==> src/design/ertp_pkg.sv <==
// Shared types, constants and helper function of the point rotate and translate block.
package ertp_pkg;

   // Coordinate and angle formats.
   localparam int COORD_BITS      = 32;
   localparam int COORD_FRAC_BITS = 8;
   localparam int TRIG_FRAC_BITS  = 15;
   localparam int HALF_TURN_UNITS = 32768;
   localparam int QUARTER_TURN    = HALF_TURN_UNITS / 2;
   localparam int ANGLE_BITS      = $clog2(HALF_TURN_UNITS) + 1;
   localparam int HALF_TURN_SHIFT = $clog2(HALF_TURN_UNITS);
   localparam int QUAD_BITS       = ANGLE_BITS - 1;
   localparam int TRIG_BITS       = TRIG_FRAC_BITS + 2;
   localparam int SUM_BITS        = COORD_BITS + 2;

   // Internal sine arithmetic with 30 fraction bits.
   localparam int Q30          = 30;
   localparam int X_BITS       = Q30 + 1;
   localparam int X2_BITS      = Q30 + 2;
   localparam int MAGIC_BITS   = X2_BITS + 2;
   localparam int HORNER_STEPS = 8;
   localparam logic [31:0] PI_Q30 = 32'd3373259426;
   localparam logic [X_BITS-1:0] ONE_Q30 = X_BITS'(1) << Q30;

   // Division of a 32-bit value by (2n)(2n+1), n = 8 down to 1, as a multiply by a
   // rounded-up reciprocal and a right shift; exact for every 32-bit numerator.
   localparam int HORNER_SHIFT [HORNER_STEPS] = '{41, 40, 40, 39, 39, 38, 37, 35};
   localparam logic [MAGIC_BITS-1:0] HORNER_MAGIC [HORNER_STEPS] = '{
      MAGIC_BITS'((64'd1 << 41) / 64'd272 + 64'd1),
      MAGIC_BITS'((64'd1 << 40) / 64'd210 + 64'd1),
      MAGIC_BITS'((64'd1 << 40) / 64'd156 + 64'd1),
      MAGIC_BITS'((64'd1 << 39) / 64'd110 + 64'd1),
      MAGIC_BITS'((64'd1 << 39) / 64'd72 + 64'd1),
      MAGIC_BITS'((64'd1 << 38) / 64'd42 + 64'd1),
      MAGIC_BITS'((64'd1 << 37) / 64'd20 + 64'd1),
      MAGIC_BITS'((64'd1 << 35) / 64'd6 + 64'd1)
   };

   // Pipeline depths.
   localparam int SIN_LAT       = 2 + 2 * HORNER_STEPS + 2;
   localparam int ROT_LAT       = 2;
   localparam int BACK_LAT      = SIN_LAT + 3 * ROT_LAT;
   localparam int QUEUE_DEPTH   = 2;
   localparam int QPTR_BITS     = $clog2(QUEUE_DEPTH);
   localparam int QCNT_BITS     = $clog2(QUEUE_DEPTH + 1);
   localparam int MAX_INFLIGHT  = QUEUE_DEPTH + BACK_LAT + 1;
   localparam int INFLIGHT_BITS = $clog2(MAX_INFLIGHT + 1);

   typedef logic signed [COORD_BITS-1:0] coord_type;
   typedef logic signed [ANGLE_BITS-1:0] angle_type;
   typedef logic signed [TRIG_BITS-1:0]  trig_type;

   typedef struct packed {
      coord_type point_x;
      coord_type point_y;
      coord_type point_z;
      angle_type pitch_angle;
      angle_type yaw_angle;
      angle_type roll_angle;
      coord_type offset_x;
      coord_type offset_y;
      coord_type offset_z;
   } req_payload_type;

   typedef struct packed {
      coord_type result_x;
      coord_type result_y;
      coord_type result_z;
   } rsp_payload_type;

   // A sine argument folded into the first quadrant plus the sign to apply.
   typedef struct packed {
      logic                 neg;
      logic [QUAD_BITS-1:0] rr;
   } phase_type;

   typedef struct packed {
      coord_type x;
      coord_type y;
      coord_type z;
      coord_type ox;
      coord_type oy;
      coord_type oz;
   } point_type;

   typedef struct packed {
      point_type pt;
      phase_type sin_pitch;
      phase_type cos_pitch;
      phase_type sin_yaw;
      phase_type cos_yaw;
      phase_type sin_roll;
      phase_type cos_roll;
   } job_type;

   // Clamp a widened sum to the coordinate range.
   function automatic coord_type sat_coord(input logic signed [SUM_BITS-1:0] v);
      coord_type res;
      if (v[SUM_BITS-1:COORD_BITS-1] == {(SUM_BITS - COORD_BITS + 1){v[SUM_BITS-1]}}) begin
         res = v[COORD_BITS-1:0];
      end else if (v[SUM_BITS-1]) begin
         res = {1'b1, {(COORD_BITS - 1){1'b0}}};
      end else begin
         res = {1'b0, {(COORD_BITS - 1){1'b1}}};
      end
      return res;
   endfunction

endpackage

==> src/design/ertp_front.sv <==
// Front end: accepts points, folds the six trig arguments and queues the jobs.
module ertp_front (
   input  logic                     clock,
   input  logic                     reset,
   input  logic                     req_valid,
   output logic                     req_ready,
   input  ertp_pkg::req_payload_type req_payload,
   input  logic                     job_pop,
   output logic                     job_valid,
   output ertp_pkg::job_type        job
);

   // Fold a 16-bit angle into a first-quadrant argument and a sign.
   function automatic ertp_pkg::phase_type to_phase(input logic [ertp_pkg::ANGLE_BITS-1:0] a);
      ertp_pkg::phase_type p;
      logic [ertp_pkg::QUAD_BITS-1:0] r;
      r     = {1'b0, a[ertp_pkg::ANGLE_BITS-3:0]};
      p.neg = a[ertp_pkg::ANGLE_BITS-1];
      p.rr  = a[ertp_pkg::ANGLE_BITS-2] ? ertp_pkg::QUAD_BITS'(ertp_pkg::QUARTER_TURN) - r : r;
      return p;
   endfunction

   logic [ertp_pkg::ANGLE_BITS-1:0] pitch_a;
   logic [ertp_pkg::ANGLE_BITS-1:0] yaw_a;
   logic [ertp_pkg::ANGLE_BITS-1:0] roll_a;
   logic [ertp_pkg::ANGLE_BITS-1:0] quarter;
   ertp_pkg::job_type               entry_in;
   ertp_pkg::job_type               entry_ff [ertp_pkg::QUEUE_DEPTH];
   logic [ertp_pkg::QPTR_BITS-1:0]  wr_ptr_ff, wr_ptr_in;
   logic [ertp_pkg::QPTR_BITS-1:0]  rd_ptr_ff, rd_ptr_in;
   logic [ertp_pkg::QCNT_BITS-1:0]  count_ff, count_in;
   logic                            push;
   logic                            pop;

   assign quarter = ertp_pkg::ANGLE_BITS'(ertp_pkg::QUARTER_TURN);
   assign pitch_a = req_payload.pitch_angle;
   // Yaw is applied negated; the most negative angle wraps onto itself.
   assign yaw_a   = ertp_pkg::ANGLE_BITS'(0) - req_payload.yaw_angle;
   assign roll_a  = req_payload.roll_angle;

   always_comb begin
      entry_in.pt.x      = req_payload.point_x;
      entry_in.pt.y      = req_payload.point_y;
      entry_in.pt.z      = req_payload.point_z;
      entry_in.pt.ox     = req_payload.offset_x;
      entry_in.pt.oy     = req_payload.offset_y;
      entry_in.pt.oz     = req_payload.offset_z;
      entry_in.sin_pitch = to_phase(pitch_a);
      entry_in.cos_pitch = to_phase(pitch_a + quarter);
      entry_in.sin_yaw   = to_phase(yaw_a);
      entry_in.cos_yaw   = to_phase(yaw_a + quarter);
      entry_in.sin_roll  = to_phase(roll_a);
      entry_in.cos_roll  = to_phase(roll_a + quarter);
   end

   assign req_ready = (count_ff != ertp_pkg::QCNT_BITS'(ertp_pkg::QUEUE_DEPTH));
   assign job_valid = (count_ff != '0);
   assign job       = entry_ff[rd_ptr_ff];
   assign push      = req_valid && req_ready;
   assign pop       = job_pop && job_valid;

   always_comb begin
      wr_ptr_in = wr_ptr_ff;
      rd_ptr_in = rd_ptr_ff;
      if (push) begin
         wr_ptr_in = (wr_ptr_ff == ertp_pkg::QPTR_BITS'(ertp_pkg::QUEUE_DEPTH - 1)) ?
                     '0 : wr_ptr_ff + 1'b1;
      end
      if (pop) begin
         rd_ptr_in = (rd_ptr_ff == ertp_pkg::QPTR_BITS'(ertp_pkg::QUEUE_DEPTH - 1)) ?
                     '0 : rd_ptr_ff + 1'b1;
      end
      count_in = count_ff + ertp_pkg::QCNT_BITS'(push) - ertp_pkg::QCNT_BITS'(pop);
   end

   always_ff @(posedge clock) begin
      if (reset) begin
         wr_ptr_ff <= '0;
         rd_ptr_ff <= '0;
         count_ff  <= '0;
      end else begin
         wr_ptr_ff <= wr_ptr_in;
         rd_ptr_ff <= rd_ptr_in;
         count_ff  <= count_in;
      end
      if (push) begin
         entry_ff[wr_ptr_ff] <= entry_in;
      end
   end

endmodule

==> config.mk <==
export PLATFORM = sky130hd
export DESIGN_NAME = ertp_front
export DESIGN_NICKNAME = d
export VERILOG_FILES = /design/src/design/ertp_pkg.sv /design/src/design/ertp_front.sv
export SDC_FILE = /design/constraint.sdc
export NUM_CORES = 1
export LEC_CHECK = 0
export BUFFER_PORTS_ARGS = -buffer_cell sky130_fd_sc_hd__buf_2
export CAP_MARGIN = 20
export CELL_PAD_IN_SITES_DETAIL_PLACEMENT = 1
export CELL_PAD_IN_SITES_GLOBAL_PLACEMENT = 1
export CORE_ASPECT_RATIO = 0.5
export CORE_MARGIN = 10
export CORE_UTILIZATION = 48
export CTS_CLUSTER_DIAMETER = 120
export DETAILED_ROUTE_END_ITERATION = 10
export GPL_ROUTABILITY_DRIVEN = 1
export HOLD_SLACK_MARGIN = 0.02
export PLACE_DENSITY = 0.91
export REMOVE_ABC_BUFFERS = 1
export SLEW_MARGIN = 40
export SYNTH_ARGS = -nofsm -noshare
export SYNTH_HDL_FRONTEND = slang
export SYNTH_SLANG_ARGS = --single-unit
==> constraint.sdc <==
create_clock -name clock -period 31 [get_ports clock]
set_input_delay 1.55 -clock clock [delete_from_list [all_inputs] [get_ports clock]]
set_output_delay 1.55 -clock clock [all_outputs]
set_load 0.02 [all_outputs]
==> results.cfg <==
[yosys]
syn_area_um2 = 22600
avgSynthCellArea_um2 = 18.8
ys_seq_area_frac = 0.761
ys_warn_count = 0
ys_types = 43
syn_inst = 1202
synthFlopType = edfxtp_1
synth_enable_flop_cells = 570
synth-seq-cells = 575
synthArstFlopShare = 0

[final_layout]
multi_input_area_um2 = 5180
final_nets = 1998
drive_above_1_share = 0.510
final_common_cell = edfxtp_1
regArea_um2 = 17200
area_growth_pct = 22.5
n_fill_cell = 4407
final_cell_mix = edfxtp_1, buf_2, mux2_2, xnor2_1, clkbuf_16

[critical_path]
critPathMaxFanout = 81
crit_type = register to output port
crit_path_cell_trace = buf_6, buf_6, mux2_2, buf_2
cpMostUsedCell = buf_6
crit_slowest_cell = buf_6
cp-end-kind = output port
crit_arrival_ns = 3.18
critPathTopFamily = buffers and inverters
startpoint_type = register
required_ns = 29.45
crit_buf_inv = 3
rr_startpoint = count_ff[0]$_SDFF_PP0_
max_stage_delay_ns = 0.66

[floorplan]
die_y_um = 173
dieArea_um2 = 56700
start_util = 0.485
rows = 56
die_x_um = 327
pin_count = 534
core_um2 = 46700

[cts]
clkSinkCount = 575
post_cts.repair.setup_buffers = 0
insertion_delay_ns = 0.58
cts_inserted_buffers = 50
root_buffer = clkbuf_16
htree_levels = 2
cts_resized = 0
clk_pin_slew_worst_paths_ns = 0.07
cts_tree = yes
cts_buffer_depth = 3
ctsHoldBuffers = 0

[power_and_ir_drop]
powerDensity_nw_per_um2 = 83.1
ir_drop_mv = 0.0410
total_power_w = 0.00230
p_leak_nw = 10.1

[sta]
fin_tns_setup_ns = 0
slew_viol_final = 0
fin_crit_sh = 0.153
period_minus_slack_ns = 4.73
rsz0062_at_grt = no
setup_slack_ns = 26.27
hold_violations = 0
max_freq_mhz = 211
fin_hold_ws_ns = 0.531
worstMarginPinSlew_ns = 0.809
setup_violations = 0
relSlewSlack = 0.460
skew_ns = 0.0264

[place]
numPortBuffers = 533
dp_hpwl_um = 52800
pre_cts_ws_ns = 26.26
place_congestion = 0.910

[drt]
vias = 13357
drtIter0Drc = 1012
drc_errors = 0
wire_per_inst_um = 29.1
vias_per_cell = 5.43
drt_first_pass_iters = 5
antenna_left = 0
routed_wl_um = 71600

[global_route]
antenna_found_initial = 35
track_usage = 0.239
grt_pass1_vias = 14681
grt_pass1_wl_um = 99500
grt_overflow = 0
grt_max_degree = 94

[job]
cap_viol_max_count = 0

[status]
status = completed

[min_path]
min-delay-path-class = register to register
min_from = rd_ptr_ff$_SDFFE_PP0P_
[worst register-to-register path: stages (launching register included)]
cell and delay [ns]:
dfxtp_1 0.34, nand2b_1 0.19, and3_4 0.66, buf_12 0.50, buf_16 0.43, buf_6 0.72
[cells by family (layout without fill, tap and decap cells)]
kind of cell	after synthesis	count (layout)	share of synthesized area
multiplexers	288	288	0.143
flip-flops	575	575	0.761
AND/OR/NAND/NOR	146	146	0.0339
AO/OA/AOI/OAI	31	31	0.00891
XOR/XNOR	98	98	0.0383
other	0	35	0
buffers and inverters	58	642	0.0106
adder cells (fa/ha/maj)	6	6	0.00332
[where the power goes]
group / switching, W / internal, W / total, W
sequential: 0.0000411 / 0.000995 / 0.00104
combinational: 0.000427 / 0.000235 / 0.000662
clock: 0.000276 / 0.000327 / 0.000603
[state kept, by name, indices dropped and copies added (netlist names), named ones only]
register and cells:
entry_ff 570, count_ff 2, rd_ptr_ff 1, wr_ptr_ff 1
[metrics by stage]
| stage | util | instance area [um^2] | cells |
|---|---|---|---|
| floorplan | - | 22400 | 1152 |
| global placement | 0.556 | 26000 | 2331 |
| detailed placement | 0.558 | 26000 | 2333 |
| CTS | 0.591 | 27600 | 2423 |
| global route | 0.593 | 27700 | 2457 |
| finish | 0.594 | 27700 | 2459 |
[metal layers]
layer | share of wire | wire, um | vias to the layer above | track usage
li1 | - | - | 5740 | -
met2 | 0.58 | 41300 | 475 | 0.468
met4 | 0.075 | 5390 | 2 | 0.167
met1 | 0.30 | 21800 | 6893 | 0.218
met5 | 0.000098 | 7 | - | 0
met3 | 0.044 | 3170 | 247 | 0.0465
[path summary, 6_finish.rpt]
path                            slack (ns)  cells past startpoint                          to
worst max-delay path                 26.27                      4                    job[164]
worst min-delay path                  0.53                      2                    register
worst min register to register        0.53                      2                    register
worst max register to register       27.68                      5  entry_ff[1][193]$_DFFE_PP_
[area by class of cell]
| class | instances | share of cell area |
|---|---|---|
| tap | 638 | 0.0288 |
| antenna | 35 | 0.00316 |
| multi-input combinational | 569 | 0.187 |
| clock buffer | 64 | 0.0494 |
| sequential | 575 | 0.622 |
| timing repair buffer | 544 | 0.103 |
| inverter | 8 | 0.00108 |
| clock inverter | 26 | 0.00592 |
[Yosys cell counts (2+ instances only)]
cell | number | area [um^2]
edfxtp_1 | 570 | 17100
mux2_2 | 288 | 3240
xnor2_1 | 63 | 552
clkbuf_1 | 42 | 158
nor2_1 | 37 | 139
xor2_1 | 34 | 298
nand2_1 | 26 | 97.6
nand2b_1 | 23 | 144
nor3_1 | 15 | 75.1
or3_1 | 14 | 87.6
o21ai_0 | 10 | 50.1
nor4_1 | 9 | 56.3
a21oi_1 | 8 | 40.0
inv_1 | 8 | 30.0
ha_1 | 6 | 75.1
dfxtp_1 | 5 | 100
a31oi_1 | 3 | 18.8
buf_4 | 3 | 22.5
nor2b_1 | 3 | 18.8
nor4b_1 | 3 | 26.3
or2_2 | 3 | 18.8
or4_1 | 3 | 22.5
and3_1 | 2 | 12.5
buf_2 | 2 | 10.0
o31ai_1 | 2 | 15.0
or3b_2 | 2 | 17.5
or4_4 | 2 | 22.5
Note: power is estimated with default switching activity, not from simulation.
